===== config.mk =====
export PLATFORM = sky130hd
export DESIGN_NAME = pedal_sensor_plausibility_flat
export DESIGN_NICKNAME = d
export VERILOG_FILES = /design/src/sv/psp_pkg.sv /design/src/sv/psp_req_if.sv /design/src/sv/psp_rsp_if.sv /design/src/sv/psp_ram.sv /design/src/sv/psp_div.sv /design/src/sv/pedal_sensor_plausibility.sv /design/src/flat_wrapper.sv
export SDC_FILE = /design/constraint.sdc
export NUM_CORES = 1
export LEC_CHECK = 0
export BUFFER_PORTS_ARGS = -buffer_cell sky130_fd_sc_hd__clkbuf_2
export CAP_MARGIN = 20
export CORE_MARGIN = 3
export CORE_UTILIZATION = 23
export DETAILED_ROUTE_END_ITERATION = 10
export HOLD_SLACK_MARGIN = 0.06
export SYNTH_ARGS = -nofsm -noshare
export SYNTH_HDL_FRONTEND = slang
export SYNTH_SLANG_ARGS = --single-unit

===== constraint.sdc =====
create_clock -name clock -period 8.3 [get_ports clock]
set_input_delay 0.415 -clock clock [delete_from_list [all_inputs] [get_ports clock]]
set_output_delay 0.415 -clock clock [all_outputs]
set_load 0.05 [all_outputs]

===== src/sv/psp_pkg.sv =====
// ----------------------------------------------------------------------------
// psp_pkg
// Shared widths, codes and types of the pedal sensor plausibility check.
// ----------------------------------------------------------------------------
package psp_pkg;

   // Sensor and result widths
   localparam int ADC_BITS   = 10;
   localparam int DIFF_W     = ADC_BITS + 1;
   localparam int PCT_W      = 14;
   localparam int THR_W      = 11;
   localparam int MODE_W     = 2;
   localparam int TLEN_W     = 5;
   localparam int CMD_W      = 2;
   localparam int INDEX_W    = 4;
   localparam int ENTRY_W    = 2 * ADC_BITS;

   localparam int MAX_BREAKPOINTS_DEF = 16;

   localparam logic [PCT_W-1:0]    FULL_SCALE = 14'd10000;
   localparam logic [ADC_BITS-1:0] ADC_MAX    = '1;

   // Shared divider: quotient wide enough for a full-scale position numerator
   localparam int DIV_NUM_W = $clog2(((2 ** ADC_BITS) - 1) * 10000 + 1);
   localparam int DIV_DEN_W = ADC_BITS;
   localparam int DIV_CNT_W = $clog2(DIV_NUM_W + 1);

   // Configuration port
   localparam int CSR_AW = 5;
   localparam int CSR_DW = 32;

   localparam logic [2:0] REG_CAL_A_MIN  = 3'd0;
   localparam logic [2:0] REG_CAL_A_MAX  = 3'd1;
   localparam logic [2:0] REG_CAL_B_MIN  = 3'd2;
   localparam logic [2:0] REG_CAL_B_MAX  = 3'd3;
   localparam logic [2:0] REG_MODE       = 3'd4;
   localparam logic [2:0] REG_THRESHOLD  = 3'd5;
   localparam logic [2:0] REG_TABLE_LEN  = 3'd6;

   // Request commands
   localparam logic [CMD_W-1:0] CMD_SAMPLE = 2'd0;
   localparam logic [CMD_W-1:0] CMD_LOAD   = 2'd1;
   localparam logic [CMD_W-1:0] CMD_CLEAR  = 2'd2;

   typedef enum logic [3:0] {
      ST_IDLE,
      ST_PMUL,
      ST_PGO,
      ST_PWAIT,
      ST_RD0,
      ST_RDN,
      ST_CHK,
      ST_SRD,
      ST_SCHK,
      ST_IMUL,
      ST_IGO,
      ST_IWAIT,
      ST_CMP,
      ST_DONE
   } state_type;

   typedef struct packed {
      logic                 start;
      logic [DIV_NUM_W-1:0] dividend;
      logic [DIV_DEN_W-1:0] divisor;
   } div_req_type;

   typedef struct packed {
      logic                 done;
      logic [DIV_NUM_W-1:0] quotient;
   } div_rsp_type;

endpackage


===== src/sv/psp_req_if.sv =====
// ----------------------------------------------------------------------------
// psp_req_if
// Request channel: one command with sensor readings or a table entry.
// ----------------------------------------------------------------------------
interface psp_req_if;
   logic                             valid;
   logic                             ready;
   logic [psp_pkg::CMD_W-1:0]        cmd;
   logic [psp_pkg::ADC_BITS-1:0]     raw_a;
   logic [psp_pkg::ADC_BITS-1:0]     raw_b;
   logic [psp_pkg::INDEX_W-1:0]      entry_index;
   logic [psp_pkg::ADC_BITS-1:0]     entry_x;
   logic [psp_pkg::ADC_BITS-1:0]     entry_y;

   modport source (output valid, cmd, raw_a, raw_b, entry_index, entry_x, entry_y,
                   input ready);
   modport sink (input valid, cmd, raw_a, raw_b, entry_index, entry_x, entry_y,
                 output ready);
endinterface


===== src/sv/psp_rsp_if.sv =====
// ----------------------------------------------------------------------------
// psp_rsp_if
// Result channel: pedal position, fault flag and comparison difference.
// ----------------------------------------------------------------------------
interface psp_rsp_if;
   logic                              valid;
   logic                              ready;
   logic [psp_pkg::PCT_W-1:0]         pedal_percent;
   logic                              fault;
   logic signed [psp_pkg::DIFF_W-1:0] delta;
   logic                              delta_valid;

   modport source (output valid, pedal_percent, fault, delta, delta_valid,
                   input ready);
   modport sink (input valid, pedal_percent, fault, delta, delta_valid,
                 output ready);
endinterface


===== src/sv/psp_ram.sv =====
// ----------------------------------------------------------------------------
// psp_ram
// Generic simple dual-port RAM, one write and one registered read port.
// ----------------------------------------------------------------------------
module psp_ram #(
   parameter int WIDTH = 8,
   parameter int DEPTH = 16
) (
   input  logic                     clock,
   input  logic                     wr_en,
   input  logic [$clog2(DEPTH)-1:0] wr_addr,
   input  logic [WIDTH-1:0]         wr_data,
   input  logic [$clog2(DEPTH)-1:0] rd_addr,
   output logic [WIDTH-1:0]         rd_data
);

   logic [WIDTH-1:0] mem_ff [DEPTH];
   logic [WIDTH-1:0] rd_data_ff;

   always_ff @(posedge clock) begin
      if (wr_en) begin
         mem_ff[wr_addr] <= wr_data;
      end
      rd_data_ff <= mem_ff[rd_addr];
   end

   assign rd_data = rd_data_ff;

endmodule


===== src/sv/psp_div.sv =====
// ----------------------------------------------------------------------------
// psp_div
// Radix-2 restoring unsigned divider, one quotient bit per cycle.
// ----------------------------------------------------------------------------
module psp_div (
   input  logic                  clock,
   input  logic                  reset,
   input  psp_pkg::div_req_type  div_req,
   output psp_pkg::div_rsp_type  div_rsp
);

   localparam int NW = psp_pkg::DIV_NUM_W;
   localparam int DW = psp_pkg::DIV_DEN_W;
   localparam int CW = psp_pkg::DIV_CNT_W;

   logic          busy_ff, busy_in;
   logic          done_ff, done_in;
   logic [CW-1:0] cnt_ff, cnt_in;
   logic [DW-1:0] rem_ff, rem_in;
   logic [NW-1:0] quo_ff, quo_in;
   logic [DW-1:0] den_ff, den_in;
   logic [DW:0]   shifted;
   logic [DW:0]   diff;
   logic          fits;

   always_comb begin
      // The remainder stays below the divisor, so one extra bit holds the shift.
      shifted = {rem_ff, quo_ff[NW-1]};
      diff    = shifted - {1'b0, den_ff};
      fits    = (shifted >= {1'b0, den_ff});

      busy_in = busy_ff;
      done_in = 1'b0;
      cnt_in  = cnt_ff;
      rem_in  = rem_ff;
      quo_in  = quo_ff;
      den_in  = den_ff;

      if (div_req.start) begin
         busy_in = 1'b1;
         cnt_in  = CW'(NW);
         rem_in  = '0;
         quo_in  = div_req.dividend;
         den_in  = div_req.divisor;
      end else if (busy_ff) begin
         rem_in = fits ? diff[DW-1:0] : shifted[DW-1:0];
         quo_in = {quo_ff[NW-2:0], fits};
         cnt_in = cnt_ff - CW'(1);
         if (cnt_ff == CW'(1)) begin
            busy_in = 1'b0;
            done_in = 1'b1;
         end
      end
   end

   always_ff @(posedge clock) begin
      if (reset) begin
         busy_ff <= 1'b0;
         done_ff <= 1'b0;
         cnt_ff  <= '0;
      end else begin
         busy_ff <= busy_in;
         done_ff <= done_in;
         cnt_ff  <= cnt_in;
      end
   end

   always_ff @(posedge clock) begin
      rem_ff <= rem_in;
      quo_ff <= quo_in;
      den_ff <= den_in;
   end

   assign div_rsp.done     = done_ff;
   assign div_rsp.quotient = quo_ff;

endmodule


===== src/sv/pedal_sensor_plausibility.sv =====
// ----------------------------------------------------------------------------
// pedal_sensor_plausibility
// Redundant pedal sensor scaling and cross-check with a breakpoint table.
// ----------------------------------------------------------------------------
// A request on req_chan is a sample pair, a breakpoint load or a fault clear;
// each request gives exactly one result on rsp_chan. A sample maps the
// preferred sensor's reading to 0..10000 and, with comparison enabled, checks
// the other sensor against the value interpolated from the breakpoint table.
// A mismatch forces the position to 0 and sets a sticky fault.
// Requests are handled one at a time; load and clear requests skip the
// divider. A sample without comparison is paced by the shared divider; with
// comparison its time grows with the number of breakpoints, since the
// table is scanned through one RAM read port and the interpolation divide
// runs on the same divider.
// The result sits in an output register, so the next request is taken while
// a result waits for rsp_chan.ready; a stalled receiver holds the block only
// when the following result is ready too.
// Reset clears the fault flag and loads the register defaults; the breakpoint
// RAM holds nothing defined until entries are loaded. Configuration is written
// over the csr_ port by the user only while idle; the block does not check it.
// ----------------------------------------------------------------------------
module pedal_sensor_plausibility #(
   parameter int MAX_BREAKPOINTS = psp_pkg::MAX_BREAKPOINTS_DEF
) (
   input  logic                        clock,
   input  logic                        reset,
   psp_req_if.sink                     req_chan,
   psp_rsp_if.source                   rsp_chan,
   input  logic                        csr_psel,
   input  logic                        csr_penable,
   input  logic                        csr_pwrite,
   input  logic [psp_pkg::CSR_AW-1:0]  csr_paddr,
   input  logic [psp_pkg::CSR_DW-1:0]  csr_pwdata,
   output logic [psp_pkg::CSR_DW-1:0]  csr_prdata,
   output logic                        csr_pready
);

   localparam int IDX_W = $clog2(MAX_BREAKPOINTS);
   localparam int AW    = psp_pkg::ADC_BITS;
   localparam int SW    = psp_pkg::DIFF_W;
   localparam int EW    = psp_pkg::ENTRY_W;
   localparam int NW    = psp_pkg::DIV_NUM_W;
   localparam int PW    = psp_pkg::PCT_W;
   localparam int TW    = psp_pkg::THR_W;
   localparam int YW    = psp_pkg::DIV_NUM_W + 2;
   localparam int DWD   = psp_pkg::CSR_DW;

   // ------------------------------------------------------------------
   // Configuration registers
   // ------------------------------------------------------------------
   logic [AW-1:0]                 cal_a_min_ff, cal_a_min_in;
   logic [AW-1:0]                 cal_a_max_ff, cal_a_max_in;
   logic [AW-1:0]                 cal_b_min_ff, cal_b_min_in;
   logic [AW-1:0]                 cal_b_max_ff, cal_b_max_in;
   logic [psp_pkg::MODE_W-1:0]    mode_ff, mode_in;
   logic [TW-1:0]                 thr_ff, thr_in;
   logic [psp_pkg::TLEN_W-1:0]    tlen_ff, tlen_in;
   logic                          csr_wr;
   logic [2:0]                    csr_idx;

   assign csr_pready = 1'b1;
   assign csr_wr     = csr_psel & csr_penable & csr_pwrite;
   assign csr_idx    = csr_paddr[psp_pkg::CSR_AW-1:2];

   always_comb begin
      cal_a_min_in = cal_a_min_ff;
      cal_a_max_in = cal_a_max_ff;
      cal_b_min_in = cal_b_min_ff;
      cal_b_max_in = cal_b_max_ff;
      mode_in      = mode_ff;
      thr_in       = thr_ff;
      tlen_in      = tlen_ff;
      if (csr_wr) begin
         unique case (csr_idx)
            psp_pkg::REG_CAL_A_MIN: cal_a_min_in = csr_pwdata[AW-1:0];
            psp_pkg::REG_CAL_A_MAX: cal_a_max_in = csr_pwdata[AW-1:0];
            psp_pkg::REG_CAL_B_MIN: cal_b_min_in = csr_pwdata[AW-1:0];
            psp_pkg::REG_CAL_B_MAX: cal_b_max_in = csr_pwdata[AW-1:0];
            psp_pkg::REG_MODE:      mode_in      = csr_pwdata[psp_pkg::MODE_W-1:0];
            psp_pkg::REG_THRESHOLD: thr_in       = csr_pwdata[TW-1:0];
            psp_pkg::REG_TABLE_LEN: tlen_in      = csr_pwdata[psp_pkg::TLEN_W-1:0];
            default: ;
         endcase
      end
   end

   always_comb begin
      unique case (csr_idx)
         psp_pkg::REG_CAL_A_MIN: csr_prdata = DWD'(cal_a_min_ff);
         psp_pkg::REG_CAL_A_MAX: csr_prdata = DWD'(cal_a_max_ff);
         psp_pkg::REG_CAL_B_MIN: csr_prdata = DWD'(cal_b_min_ff);
         psp_pkg::REG_CAL_B_MAX: csr_prdata = DWD'(cal_b_max_ff);
         psp_pkg::REG_MODE:      csr_prdata = DWD'(mode_ff);
         psp_pkg::REG_THRESHOLD: csr_prdata = DWD'(thr_ff);
         psp_pkg::REG_TABLE_LEN: csr_prdata = DWD'(tlen_ff);
         default:                csr_prdata = '0;
      endcase
   end

   // ------------------------------------------------------------------
   // Datapath and sequencer
   // ------------------------------------------------------------------
   psp_pkg::state_type            state_ff, state_in;
   logic [psp_pkg::CMD_W-1:0]     cmd_ff, cmd_in;
   logic [AW-1:0]                 raw_a_ff, raw_a_in;
   logic [AW-1:0]                 raw_b_ff, raw_b_in;
   logic [NW-1:0]                 dividend_ff, dividend_in;
   logic [AW-1:0]                 divisor_ff, divisor_in;
   logic                          neg_ff, neg_in;
   logic                          zero_ff, zero_in;
   logic [PW-1:0]                 pct_ff, pct_in;
   logic [AW-1:0]                 prev_x_ff, prev_x_in;
   logic [AW-1:0]                 prev_y_ff, prev_y_in;
   logic [AW-1:0]                 seg_y1_ff, seg_y1_in;
   logic [AW-1:0]                 ylast_ff, ylast_in;
   logic [AW-1:0]                 yexp_ff, yexp_in;
   logic [IDX_W-1:0]              j_ff, j_in;
   logic signed [SW-1:0]          delta_ff, delta_in;
   logic                          mism_ff, mism_in;
   logic                          dv_ff, dv_in;
   logic                          fault_ff, fault_in;
   logic                          rsp_valid_ff, rsp_valid_in;
   logic [PW-1:0]                 rsp_pct_ff, rsp_pct_in;
   logic                          rsp_fault_ff, rsp_fault_in;
   logic signed [SW-1:0]          rsp_delta_ff, rsp_delta_in;
   logic                          rsp_dv_ff, rsp_dv_in;

   logic                          req_fire;
   logic                          rsp_free;
   logic                          prefer_a;
   logic                          compare_en;
   logic [AW-1:0]                 pref_raw, other_raw;
   logic [AW-1:0]                 cal_lo, cal_hi;
   logic [IDX_W-1:0]              last_idx;

   logic                          ram_we;
   logic [IDX_W-1:0]              ram_waddr;
   logic [EW-1:0]                 ram_wdata;
   logic [IDX_W-1:0]              ram_raddr;
   logic [EW-1:0]                 ram_rdata;
   logic [AW-1:0]                 rd_x, rd_y;

   psp_pkg::div_req_type          div_req;
   psp_pkg::div_rsp_type          div_rsp;

   logic signed [SW-1:0]          num_s, span_s, a_s, b_s, dx_s, d_s;
   logic [AW-1:0]                 num_mag, span_mag, a_mag, b_mag, d_mag;
   logic signed [YW-1:0]          q_s, y_s;

   assign prefer_a   = mode_ff[0];
   assign compare_en = mode_ff[1];
   assign pref_raw   = prefer_a ? raw_a_ff : raw_b_ff;
   assign other_raw  = prefer_a ? raw_b_ff : raw_a_ff;
   assign cal_lo     = prefer_a ? cal_a_min_ff : cal_b_min_ff;
   assign cal_hi     = prefer_a ? cal_a_max_ff : cal_b_max_ff;
   assign rd_x       = ram_rdata[EW-1:AW];
   assign rd_y       = ram_rdata[AW-1:0];

   assign req_chan.ready = (state_ff == psp_pkg::ST_IDLE);
   assign req_fire       = req_chan.valid & req_chan.ready;
   assign rsp_free       = !rsp_valid_ff || rsp_chan.ready;

   // Table length saturates to between 2 entries and the depth of the RAM.
   always_comb begin
      if (tlen_ff < psp_pkg::TLEN_W'(2)) begin
         last_idx = IDX_W'(1);
      end else if (32'(tlen_ff) > 32'(MAX_BREAKPOINTS)) begin
         last_idx = IDX_W'(MAX_BREAKPOINTS - 1);
      end else begin
         last_idx = IDX_W'(32'(tlen_ff) - 32'd1);
      end
   end

   assign ram_we    = req_fire && (req_chan.cmd == psp_pkg::CMD_LOAD) &&
                      (32'(req_chan.entry_index) < 32'(MAX_BREAKPOINTS));
   assign ram_waddr = IDX_W'(req_chan.entry_index);
   assign ram_wdata = {req_chan.entry_x, req_chan.entry_y};

   always_comb begin
      unique case (state_ff)
         psp_pkg::ST_RD0: ram_raddr = '0;
         psp_pkg::ST_RDN: ram_raddr = last_idx;
         psp_pkg::ST_SRD: ram_raddr = j_ff;
         default:         ram_raddr = '0;
      endcase
   end

   psp_ram #(
      .WIDTH (EW),
      .DEPTH (MAX_BREAKPOINTS)
   ) u_table (
      .clock   (clock),
      .wr_en   (ram_we),
      .wr_addr (ram_waddr),
      .wr_data (ram_wdata),
      .rd_addr (ram_raddr),
      .rd_data (ram_rdata)
   );

   assign div_req.start    = (state_ff == psp_pkg::ST_PGO) ||
                             (state_ff == psp_pkg::ST_IGO);
   assign div_req.dividend = dividend_ff;
   assign div_req.divisor  = divisor_ff;

   psp_div u_div (
      .clock   (clock),
      .reset   (reset),
      .div_req (div_req),
      .div_rsp (div_rsp)
   );

   always_comb begin
      // Signed differences and magnitudes for both divides and the comparison.
      num_s    = $signed({1'b0, pref_raw}) - $signed({1'b0, cal_lo});
      span_s   = $signed({1'b0, cal_hi}) - $signed({1'b0, cal_lo});
      num_mag  = num_s[SW-1] ? AW'(-num_s) : num_s[AW-1:0];
      span_mag = span_s[SW-1] ? AW'(-span_s) : span_s[AW-1:0];
      a_s      = $signed({1'b0, pref_raw}) - $signed({1'b0, prev_x_ff});
      b_s      = $signed({1'b0, seg_y1_ff}) - $signed({1'b0, prev_y_ff});
      a_mag    = a_s[SW-1] ? AW'(-a_s) : a_s[AW-1:0];
      b_mag    = b_s[SW-1] ? AW'(-b_s) : b_s[AW-1:0];
      dx_s     = $signed({1'b0, rd_x}) - $signed({1'b0, prev_x_ff});
      d_s      = $signed({1'b0, other_raw}) - $signed({1'b0, yexp_ff});
      d_mag    = d_s[SW-1] ? AW'(-d_s) : d_s[AW-1:0];
      q_s      = $signed({2'b00, div_rsp.quotient});
      y_s      = $signed(YW'(prev_y_ff)) + (neg_ff ? -q_s : q_s);

      state_in     = state_ff;
      cmd_in       = cmd_ff;
      raw_a_in     = raw_a_ff;
      raw_b_in     = raw_b_ff;
      dividend_in  = dividend_ff;
      divisor_in   = divisor_ff;
      neg_in       = neg_ff;
      zero_in      = zero_ff;
      pct_in       = pct_ff;
      prev_x_in    = prev_x_ff;
      prev_y_in    = prev_y_ff;
      seg_y1_in    = seg_y1_ff;
      ylast_in     = ylast_ff;
      yexp_in      = yexp_ff;
      j_in         = j_ff;
      delta_in     = delta_ff;
      mism_in      = mism_ff;
      dv_in        = dv_ff;
      fault_in     = fault_ff;
      rsp_valid_in = rsp_valid_ff & ~rsp_chan.ready;
      rsp_pct_in   = rsp_pct_ff;
      rsp_fault_in = rsp_fault_ff;
      rsp_delta_in = rsp_delta_ff;
      rsp_dv_in    = rsp_dv_ff;

      unique case (state_ff)
         psp_pkg::ST_IDLE: begin
            if (req_fire) begin
               cmd_in   = req_chan.cmd;
               raw_a_in = req_chan.raw_a;
               raw_b_in = req_chan.raw_b;
               pct_in   = '0;
               delta_in = '0;
               mism_in  = 1'b0;
               dv_in    = 1'b0;
               state_in = (req_chan.cmd == psp_pkg::CMD_SAMPLE) ?
                          psp_pkg::ST_PMUL : psp_pkg::ST_DONE;
            end
         end
         psp_pkg::ST_PMUL: begin
            dividend_in = NW'(num_mag) * NW'(psp_pkg::FULL_SCALE);
            divisor_in  = span_mag;
            neg_in      = num_s[SW-1] ^ span_s[SW-1];
            zero_in     = (span_mag == '0);
            state_in    = psp_pkg::ST_PGO;
         end
         psp_pkg::ST_PGO: begin
            state_in = psp_pkg::ST_PWAIT;
         end
         psp_pkg::ST_PWAIT: begin
            if (div_rsp.done) begin
               // A negative quotient clamps to zero, as does an empty span.
               if (zero_ff || neg_ff) begin
                  pct_in = '0;
               end else if (div_rsp.quotient > NW'(psp_pkg::FULL_SCALE)) begin
                  pct_in = psp_pkg::FULL_SCALE;
               end else begin
                  pct_in = div_rsp.quotient[PW-1:0];
               end
               state_in = compare_en ? psp_pkg::ST_RD0 : psp_pkg::ST_DONE;
            end
         end
         psp_pkg::ST_RD0: begin
            state_in = psp_pkg::ST_RDN;
         end
         psp_pkg::ST_RDN: begin
            prev_x_in = rd_x;
            prev_y_in = rd_y;
            state_in  = psp_pkg::ST_CHK;
         end
         psp_pkg::ST_CHK: begin
            // The read data now holds the last breakpoint in use.
            if (pref_raw <= prev_x_ff) begin
               yexp_in  = prev_y_ff;
               state_in = psp_pkg::ST_CMP;
            end else if (pref_raw >= rd_x) begin
               yexp_in  = rd_y;
               state_in = psp_pkg::ST_CMP;
            end else begin
               ylast_in = rd_y;
               j_in     = IDX_W'(1);
               state_in = psp_pkg::ST_SRD;
            end
         end
         psp_pkg::ST_SRD: begin
            state_in = psp_pkg::ST_SCHK;
         end
         psp_pkg::ST_SCHK: begin
            if (pref_raw < rd_x) begin
               if (dx_s[SW-1] || (dx_s == '0)) begin
                  yexp_in  = prev_y_ff;
                  state_in = psp_pkg::ST_CMP;
               end else begin
                  divisor_in = dx_s[AW-1:0];
                  seg_y1_in  = rd_y;
                  state_in   = psp_pkg::ST_IMUL;
               end
            end else if (j_ff == last_idx) begin
               yexp_in  = ylast_ff;
               state_in = psp_pkg::ST_CMP;
            end else begin
               prev_x_in = rd_x;
               prev_y_in = rd_y;
               j_in      = j_ff + IDX_W'(1);
               state_in  = psp_pkg::ST_SRD;
            end
         end
         psp_pkg::ST_IMUL: begin
            dividend_in = NW'(a_mag) * NW'(b_mag);
            neg_in      = a_s[SW-1] ^ b_s[SW-1];
            state_in    = psp_pkg::ST_IGO;
         end
         psp_pkg::ST_IGO: begin
            state_in = psp_pkg::ST_IWAIT;
         end
         psp_pkg::ST_IWAIT: begin
            if (div_rsp.done) begin
               if (y_s[YW-1]) begin
                  yexp_in = '0;
               end else if (y_s > $signed(YW'(psp_pkg::ADC_MAX))) begin
                  yexp_in = psp_pkg::ADC_MAX;
               end else begin
                  yexp_in = y_s[AW-1:0];
               end
               state_in = psp_pkg::ST_CMP;
            end
         end
         psp_pkg::ST_CMP: begin
            delta_in = d_s;
            dv_in    = 1'b1;
            mism_in  = (TW'(d_mag) >= thr_ff);
            state_in = psp_pkg::ST_DONE;
         end
         psp_pkg::ST_DONE: begin
            if (rsp_free) begin
               if (cmd_ff == psp_pkg::CMD_CLEAR) begin
                  fault_in = 1'b0;
               end else if (mism_ff) begin
                  fault_in = 1'b1;
               end
               rsp_valid_in = 1'b1;
               rsp_pct_in   = mism_ff ? '0 : pct_ff;
               rsp_fault_in = fault_in;
               rsp_delta_in = delta_ff;
               rsp_dv_in    = dv_ff;
               state_in     = psp_pkg::ST_IDLE;
            end
         end
         default: begin
            state_in = psp_pkg::ST_IDLE;
         end
      endcase
   end

   always_ff @(posedge clock) begin
      if (reset) begin
         state_ff     <= psp_pkg::ST_IDLE;
         fault_ff     <= 1'b0;
         rsp_valid_ff <= 1'b0;
         cal_a_min_ff <= '0;
         cal_a_max_ff <= '1;
         cal_b_min_ff <= '0;
         cal_b_max_ff <= '1;
         mode_ff      <= psp_pkg::MODE_W'(1);
         thr_ff       <= TW'(50);
         tlen_ff      <= psp_pkg::TLEN_W'(2);
      end else begin
         state_ff     <= state_in;
         fault_ff     <= fault_in;
         rsp_valid_ff <= rsp_valid_in;
         cal_a_min_ff <= cal_a_min_in;
         cal_a_max_ff <= cal_a_max_in;
         cal_b_min_ff <= cal_b_min_in;
         cal_b_max_ff <= cal_b_max_in;
         mode_ff      <= mode_in;
         thr_ff       <= thr_in;
         tlen_ff      <= tlen_in;
      end
   end

   always_ff @(posedge clock) begin
      cmd_ff       <= cmd_in;
      raw_a_ff     <= raw_a_in;
      raw_b_ff     <= raw_b_in;
      dividend_ff  <= dividend_in;
      divisor_ff   <= divisor_in;
      neg_ff       <= neg_in;
      zero_ff      <= zero_in;
      pct_ff       <= pct_in;
      prev_x_ff    <= prev_x_in;
      prev_y_ff    <= prev_y_in;
      seg_y1_ff    <= seg_y1_in;
      ylast_ff     <= ylast_in;
      yexp_ff      <= yexp_in;
      j_ff         <= j_in;
      delta_ff     <= delta_in;
      mism_ff      <= mism_in;
      dv_ff        <= dv_in;
      rsp_pct_ff   <= rsp_pct_in;
      rsp_fault_ff <= rsp_fault_in;
      rsp_delta_ff <= rsp_delta_in;
      rsp_dv_ff    <= rsp_dv_in;
   end

   assign rsp_chan.valid         = rsp_valid_ff;
   assign rsp_chan.pedal_percent = rsp_pct_ff;
   assign rsp_chan.fault         = rsp_fault_ff;
   assign rsp_chan.delta         = rsp_delta_ff;
   assign rsp_chan.delta_valid   = rsp_dv_ff;

endmodule

===== src/flat_wrapper.sv =====
// flat-port wrapper written by rule: the top's interface ports become plain ports
module pedal_sensor_plausibility_flat 
#(
   parameter int MAX_BREAKPOINTS = psp_pkg::MAX_BREAKPOINTS_DEF
)
  (clock, reset, csr_psel, csr_penable, csr_pwrite, csr_paddr, csr_pwdata, csr_prdata, csr_pready, req_chan_valid, req_chan_cmd, req_chan_raw_a, req_chan_raw_b, req_chan_entry_index, req_chan_entry_x, req_chan_entry_y, req_chan_ready, rsp_chan_valid, rsp_chan_pedal_percent, rsp_chan_fault, rsp_chan_delta, rsp_chan_delta_valid, rsp_chan_ready);
  psp_req_if req_chan_i ();
  psp_rsp_if rsp_chan_i ();
  input  logic clock;
  input  logic reset;
  input  logic csr_psel;
  input  logic csr_penable;
  input  logic csr_pwrite;
  input  logic [psp_pkg::CSR_AW-1:0] csr_paddr;
  input  logic [psp_pkg::CSR_DW-1:0] csr_pwdata;
  output logic [psp_pkg::CSR_DW-1:0] csr_prdata;
  output logic csr_pready;
  input wire logic [$bits(req_chan_i.valid)-1:0] req_chan_valid;
  input wire logic [$bits(req_chan_i.cmd)-1:0] req_chan_cmd;
  input wire logic [$bits(req_chan_i.raw_a)-1:0] req_chan_raw_a;
  input wire logic [$bits(req_chan_i.raw_b)-1:0] req_chan_raw_b;
  input wire logic [$bits(req_chan_i.entry_index)-1:0] req_chan_entry_index;
  input wire logic [$bits(req_chan_i.entry_x)-1:0] req_chan_entry_x;
  input wire logic [$bits(req_chan_i.entry_y)-1:0] req_chan_entry_y;
  output wire logic [$bits(req_chan_i.ready)-1:0] req_chan_ready;
  output wire logic [$bits(rsp_chan_i.valid)-1:0] rsp_chan_valid;
  output wire logic [$bits(rsp_chan_i.pedal_percent)-1:0] rsp_chan_pedal_percent;
  output wire logic [$bits(rsp_chan_i.fault)-1:0] rsp_chan_fault;
  output wire logic [$bits(rsp_chan_i.delta)-1:0] rsp_chan_delta;
  output wire logic [$bits(rsp_chan_i.delta_valid)-1:0] rsp_chan_delta_valid;
  input wire logic [$bits(rsp_chan_i.ready)-1:0] rsp_chan_ready;
  assign req_chan_i.valid = req_chan_valid;
  assign req_chan_i.cmd = req_chan_cmd;
  assign req_chan_i.raw_a = req_chan_raw_a;
  assign req_chan_i.raw_b = req_chan_raw_b;
  assign req_chan_i.entry_index = req_chan_entry_index;
  assign req_chan_i.entry_x = req_chan_entry_x;
  assign req_chan_i.entry_y = req_chan_entry_y;
  assign req_chan_ready = req_chan_i.ready;
  assign rsp_chan_valid = rsp_chan_i.valid;
  assign rsp_chan_pedal_percent = rsp_chan_i.pedal_percent;
  assign rsp_chan_fault = rsp_chan_i.fault;
  assign rsp_chan_delta = rsp_chan_i.delta;
  assign rsp_chan_delta_valid = rsp_chan_i.delta_valid;
  assign rsp_chan_i.ready = rsp_chan_ready;
  pedal_sensor_plausibility #(.MAX_BREAKPOINTS(MAX_BREAKPOINTS)) u_core (.clock(clock), .reset(reset), .req_chan(req_chan_i), .rsp_chan(rsp_chan_i), .csr_psel(csr_psel), .csr_penable(csr_penable), .csr_pwrite(csr_pwrite), .csr_paddr(csr_paddr), .csr_pwdata(csr_pwdata), .csr_prdata(csr_prdata), .csr_pready(csr_pready));
endmodule

# --- Word level (Yosys, flattened, before mapping) ---
# Memories as Yosys holds them, arrays and structs flattened. A register that Yosys moved wholly into a read port is not among the register bits.
# Cells that the tools add are included.
word_totals:
  ff_bits: 281
  ramBits: 320
  output_inout_bits: 62
  n_memories: 1
  inputBits: 90
  elab_cells: 229
memory_table:
  columns: ["memory", "words", "word_bits", "rd", "rd_clocked_by_memory_dff", "write_ports", "line", "rtl"]
  rows:
  - ["u_core.u_table.mem_ff", 16, 20, 1, 1, 1, "psp_ram.sv:17", "logic [WIDTH-1:0] mem_ff [DEPTH];"]
op_classes:
  n_reduce_logical: 39
  bitwise_logic: 11
  n_eq_ne: 36
  n_mul: 2
  n_addsub: 17
  n_lt_le_gt_ge: 9
  n_mux: 76
op_table:
  columns: ["operator", "count"]
  rows:
  - ["two-way mux 10 bit", 24]
  - ["one-hot mux 11 bit (7 select lines)", 1]
  - ["subtractor 10 x 10 -> 11 bit", 6]
  - ["two-way mux 4 bit", 16]
  - ["one-hot mux 10 bit (2 select lines)", 3]
  - ["two-way mux 14 bit", 4]
  - ["one-hot mux 4 bit (14 select lines)", 1]
  - ["negator 10 bit", 5]
  - ["two-way mux 24 bit", 2]
  - ["one-hot mux 24 bit (2 select lines)", 1]
  - ["one-hot mux 10 bit (3 select lines)", 1]
  - ["one-hot mux 14 bit (2 select lines)", 1]
  - ["adder 11 x 26 -> 26 bit", 1]
  - ["greater-than comparator 26 x 11 -> 1 bit (second input constant)", 1]
  - ["two-way mux 26 bit", 1]
  - ["negator 24 -> 26 bit", 1]
  - ["== test 4 bit (second input constant)", 6]
  - ["greater-than comparator 24 x 14 -> 1 bit (second input constant)", 1]
  - ["one-hot mux 11 bit (2 select lines)", 1]
  - ["multiplier 10 x 10 -> 20 bit", 1]
  - ["multiplier 10 x 10 -> 20 bit (second input constant)", 1]
  - ["AND reduction 2 bit", 10]
  - ["== test 4 x 3 -> 1 bit (second input constant)", 4]
  - ["!= test 2 bit (second input constant)", 8]
  - ["other kinds (47)", 89]

# --- Depth between registers and ports, before layout ---
depth:
  ltp_word: 8
  depth_mapped: 35
  mapped_depth_nobuf: 32

# --- Hierarchy ---
# A second synthesis with hierarchy kept.
unflattened:
  cells_unflattened: 2903
  area_unflattened_um2: 35515.3
by_module_without_submodules:
  columns: ["module", "seq_area_each_um2", "cells_each", "instances", "area_each_um2"]
  rows:
  - ["pedal_sensor_plausibility", 6266.0, 2146, 1, 20354.5]
  - ["psp_ram", 10009.6, 533, 1, 12530.8]
  - ["psp_div", 1361.3, 224, 1, 2630.0]

# --- Least setup slack after synthesis ---
# Ideal clock, no wire load.
synth_path:
  path_kind: "register to register"
  start: "reg u_core.mode_ff[0] (netlist name)"
  end: "reg u_core.dividend_ff[19] (data pin)"
  setup_ns: 0.266
  stages_incl_launch_ff: 36
  n_path_buf: 3
  t_arrival_ns: 8.460
  path_slack_ns: -0.426
  t_required_ns: 8.034
  synth_period_minus_slack_ns: 8.726
  cell_sequence: "dfxtp_1 clkbuf_1 buf_1 mux2i_1 ha_1 inv_1 fa_1 a21o_1 a21oi_1 o21ai_0 a21oi_1 o21bai_1 a21oi_1 clkbuf_1 o31a_1 xnor2_1 or2_2 fa_1 inv_1 fa_1 inv_1 fa_1 inv_1 fa_1 inv_1 fa_1 inv_1 ha_1 or3_1 a211oi_1 o31ai_1 o31a_1 or4_1 a31oi_1 xnor2_1 o21ai_0"
synth_via:
  elab_chain_cells: 6
  elab_cells_between_ends: 11
  classes_between: "add/sub (4); mul (2); mux (5)"
synth_rtl:
  columns: ["element", "line", "rtl"]
  rows:
  - ["from (decl)", "pedal_sensor_plausibility.sv:55", "logic [psp_pkg::MODE_W-1:0] mode_ff, mode_in;"]
  - ["from (signal assigned)", "pedal_sensor_plausibility.sv:391", "mode_ff <= psp_pkg::MODE_W'(1);"]
  - ["from (signal assigned)", "pedal_sensor_plausibility.sv:402", "mode_ff <= mode_in;"]
  - ["two-way mux 10 bit, on equally long branches", "pedal_sensor_plausibility.sv:152, pedal_sensor_plausibility.sv:154", null]
  - ["subtractor 10 x 10 -> 11 bit, on equally long branches", "pedal_sensor_plausibility.sv:218, pedal_sensor_plausibility.sv:214", null]
  - ["negator 10 bit, on equally long branches", "pedal_sensor_plausibility.sv:220, pedal_sensor_plausibility.sv:216", null]
  - ["two-way mux 10 bit, on equally long branches", "pedal_sensor_plausibility.sv:220, pedal_sensor_plausibility.sv:216", null]
  - ["multiplier 10 x 10 -> 20 bit, on equally long branches", "pedal_sensor_plausibility.sv:336, pedal_sensor_plausibility.sv:268", null]
  - ["one-hot mux 24 bit (2 select lines) (*)", "pedal_sensor_plausibility.sv:253", "unique case (state_ff)"]
  - ["via u_core.dividend_in[19]", "pedal_sensor_plausibility.sv:107", "logic [NW-1:0] dividend_ff, dividend_in;"]
  - ["to (signal assigned)", "pedal_sensor_plausibility.sv:412", "dividend_ff <= dividend_in;"]
  - ["to (decl)", "pedal_sensor_plausibility.sv:107", null]
# The timed path passes the listed nets; every way through them passes the cells marked *.
# A chain may end at the register's enable or synchronous reset.

# --- Final worst setup path ---
# Ends and elaborated chain as after synthesis.

==> impl_metrics.py <==
metrics = {
    "run_status": {
        "status": "completed",
    },
    "sta": {
        "finalHoldViolCount": 0,
        "fmax_ghz": 0.125,
        "tightest_slew_ns": 1.03,
        "slew-limit-headroom": 0.312,
        "fin_skew_ns": 0.0326,
        "rsz0062_at_grt": "yes",
        "fin_hold_ws_ns": 0.108,
        "timing.final.crit_share": 0.964,
        "period_minus_slack_ns": 8.00,
        "finalMaxSlewViolations": 0,
        "setup_violations": 0,
    },
    "worst_setup_path": {
        "cp.required_ns": 8.66,
        "max_stage_delay_ns": 0.55,
        "arrival_ns": 8.36,
        "cpMostUsedCell": "fa_1",
        "r2r-start": "u_core.mode_ff[0]$_SDFFE_PP1P_",
        "worst-path-max-fanout": 4,
        "rrSetupSlack_ns": 0.30,
        "end_kind": "flip-flop",
        "rr_worst_depth": 29,
        "critical_path_class": "reg -> reg",
        "crit_path_top_delay_cell": "fa_1",
        "cp-start-kind": "flip-flop",
        "r2r_end": "u_core.dividend_ff[19]$_DFFE_PP_",
    },
    "die": {
        "io-pin-count": 152,
        "die-area_sq_um": 162000,
        "die_w_um": 403,
        "start_util": 0.233,
        "dieHeight_um": 403,
        "core-area_sq_um": 155000,
        "rows": 144,
    },
    "drt": {
        "wire_per_inst_um": 17.0,
        "drt_iter0_drc": 2131,
        "drc": 0,
        "vias_per_cell": 4.58,
        "detail-route-antenna-nets": 0,
        "postRouteWirelength_um": 96500,
        "firstDrtPassIters": 6,
        "dr_total_vias": 26000,
    },
    "flow_run": {
        "maxCapViolCount": 0,
    },
    "logic_synthesis": {
        "netlist_area_sq_um": 36200,
        "synth_seq_cells": 621,
        "ys_seq_area_frac": 0.488,
        "synth_area_leaders": "edfxtp_1 43%, ha_1 7.5%, dfxtp_1 5.6%",
        "synth_edf_count": 520,
        "synthCells": 3398,
        "synth_cell_types": 103,
        "ys.warnings.count": 0,
        "syn_avg_cell_area_sq_um": 10.6,
        "synth_top_area_share": 0.432,
        "synthFlopType": "edfxtp_1",
        "synth_largest_area_cell": "edfxtp_1",
        "synthArstFlopShare": 0,
    },
    "min_path": {
        "worst_hold_startpoint": "csr_pwdata[2]",
        "hold_path_class": "in -> reg",
        "hold-path-cell-count": 2,
        "holdPathEnd": "u_core.cal_a_max_ff[2]$_SDFFE_PP1P_",
    },
    "grt": {
        "grt_pass1_wl_um": 148000,
        "antenna_found_initial": 6,
        "grt_max_degree": 161,
        "grt_use_total": 0.116,
        "grt_pass1_vias": 25100,
        "grt-ovfl-total": 0,
    },
    "place": {
        "placed_cells": 5511,
        "routabilityCongestion": 0.891,
        "dpl.hpwl_um": 66700,
        "io_buffers": 106,
    },
    "cts": {
        "clock_tree.root_cell": "clkbuf_16",
        "cts_sinks": 621,
        "cts_max_level": 3,
        "cts_max_path_buffers": 3,
        "clk-insertion-delay-late_ns": 0.65,
        "clk_pin_slew_worst_paths_ns": 0.08,
        "cts_tree": "built",
        "cts_made_buffers": 68,
    },
    "layout": {
        "stdcell_count": 5678,
        "nets": 3971,
        "area_growth_pct": 17.0,
        "drive_gt1_frac": 0.136,
        "utilization": 0.273,
        "n_fill_cell": 16100,
    },
}
timing repair:
item | 4_1_cts | 5_1_grt
hold buffers | 31 | 0
setup buffers | 0 | 7
resized for setup | 0 | 33
setup endpoints to repair | 0 | 9
hold endpoints to repair | 40 | 0
synthesized netlist by cell type, types with 12 or more instances:
cell and instances:
nand2_1 478, nor3_1 47, mux2i_1 71, a22oi_1 12, mux2_2 48, a311oi_1 61
inv_1 241, a211oi_1 26, fa_1 87, o21a_1 23, dfxtp_1 101, nand3_1 110
o31ai_1 20, clkbuf_1 121, and2_1 26, and3_1 54, a21o_1 30, nor2_1 257
ha_1 217, xor2_1 58, or2_2 32, a21boi_0 12, xnor2_1 95, a211o_1 31
nand4_1 12, nor2b_1 64, a21oi_1 142, nor4_1 13, nand2b_1 31, buf_4 26
edfxtp_1 520, a31oi_1 31, o21ai_0 98
stage by stage:
stage / area [sq um] / setup TNS, ns / setup WS, ns
2_1_floorplan: 36300 / 0 / 0.00163
3_3_place_gp: 39500 / 0 / 0.0370
3_5_place_dp: 39500 / 0 / 0.0472
4_1_cts: 42100 / 0 / 0.0108
5_1_grt: 42300 / -0.0615 / -0.0606
6_report: 42300 / 0 / 0.298
worst max-delay path, delay by kind of cell, from the launching register on:
kind                     cells  cell delay (ns)
flip-flops                   1             0.39
multiplexers                 1             0.38
AND/OR/NAND/NOR              7             1.49
adder cells (fa/ha/maj)      7             3.11
AO/OA/AOI/OAI                8             1.71
buffers and inverters        4             0.31
XOR/XNOR                     2             0.32
worst max-delay path by stage:
stage	from	endpoint	slack, ns	cells past startpoint
finish	u_core.mode_ff[0]$_SDFFE_PP1P_	u_core.dividend_ff[19]$_DFFE_PP_	0.30	29
global route	u_core.mode_ff[0]$_SDFFE_PP1P_	u_core.dividend_ff[19]$_DFFE_PP_	-0.06	33
CTS	u_core.mode_ff[0]$_SDFFE_PP1P_	u_core.dividend_ff[19]$_DFFE_PP_	0.01	32
detailed placement	u_core.mode_ff[0]$_SDFFE_PP1P_	u_core.dividend_ff[19]$_DFFE_PP_	0.05	32
global placement	u_core.mode_ff[0]$_SDFFE_PP1P_	u_core.dividend_ff[19]$_DFFE_PP_	0.04	32
floorplan	u_core.mode_ff[0]$_SDFFE_PP1P_	u_core.dividend_ff[19]$_DFFE_PP_	0.002	35
metal layers:
layer	global-route usage	vias up	routed length (um)
met5	0	-	12
met4	0.0383	2	2430
met3	0.0235	124	6230
met2	0.184	712	43900
met1	0.159	12700	44000
li1	-	12500	-
final cells by class:
| cell class | count | area [sq um] | area share |
|---|---|---|---|
| diodes | 2 | 5.00 | 0.000118 |
| clock buffers | 97 | 2020 | 0.0477 |
| clock inverters | 28 | 278 | 0.00657 |
| inverters | 242 | 908 | 0.0215 |
| multi-input cells | 2385 | 17100 | 0.404 |
| flip-flops and latches | 621 | 17600 | 0.417 |
| well taps | 2044 | 2560 | 0.0604 |
| repair buffers | 259 | 1790 | 0.0422 |
logic make-up after synthesis:
group	Yosys count	synth area share
AND/OR/NAND/NOR	1192	0.155
flip-flops	621	0.488
AO/OA/AOI/OAI	592	0.113
buffers and inverters	412	0.0480
adder cells (fa/ha/maj)	304	0.123
XOR/XNOR	153	0.0371
multiplexers	122	0.0365
other	2	0.000208
state kept, by name (all words and copies together), names as in the netlist, 10 cells and up:
register and count:
u_core.cal_a_max_ff 10, u_core.rsp_chan.pedal_percent 14, u_core.thr_ff 11, u_core.dividend_ff 24, u_core.u_div.den_ff 10, u_core.cal_a_min_ff 10, u_core.seg_y1_ff 10, u_core.rsp_chan.delta 11
u_core.divisor_ff 10, u_core.prev_y_ff 10, u_core.u_div.quo_ff 24, u_core.yexp_ff 10, u_core.cal_b_max_ff 10, u_core.u_table.mem_ff 320, u_core.pct_ff 14, u_core.cal_b_min_ff 10
u_core.delta_ff 11, u_core.u_div.rem_ff 10, u_core.raw_b_ff 10, u_core.raw_a_ff 10, u_core.prev_x_ff 10, u_core.u_table.rd_data 20, u_core.ylast_ff 10
placed cells by master (no fill, tap or decap), drive strengths merged, types with 33 or more instances in the layout:
cell type  instances
or2               33
nor2             259
nand2            479
xnor2             95
edfxtp           520
a21oi            143
xor2              58
nor2b             64
nor3              48
and3              55
inv              246
nand3            112
clkbuf           204
mux2i             71
mux2              48
buf              121
dfxtp            101
o21ai            100
ha               217
fa                87
a311oi            61
Power is not shown: default switching activity piles up to over one toggle a cycle in this logic, so the estimate is an artifact.
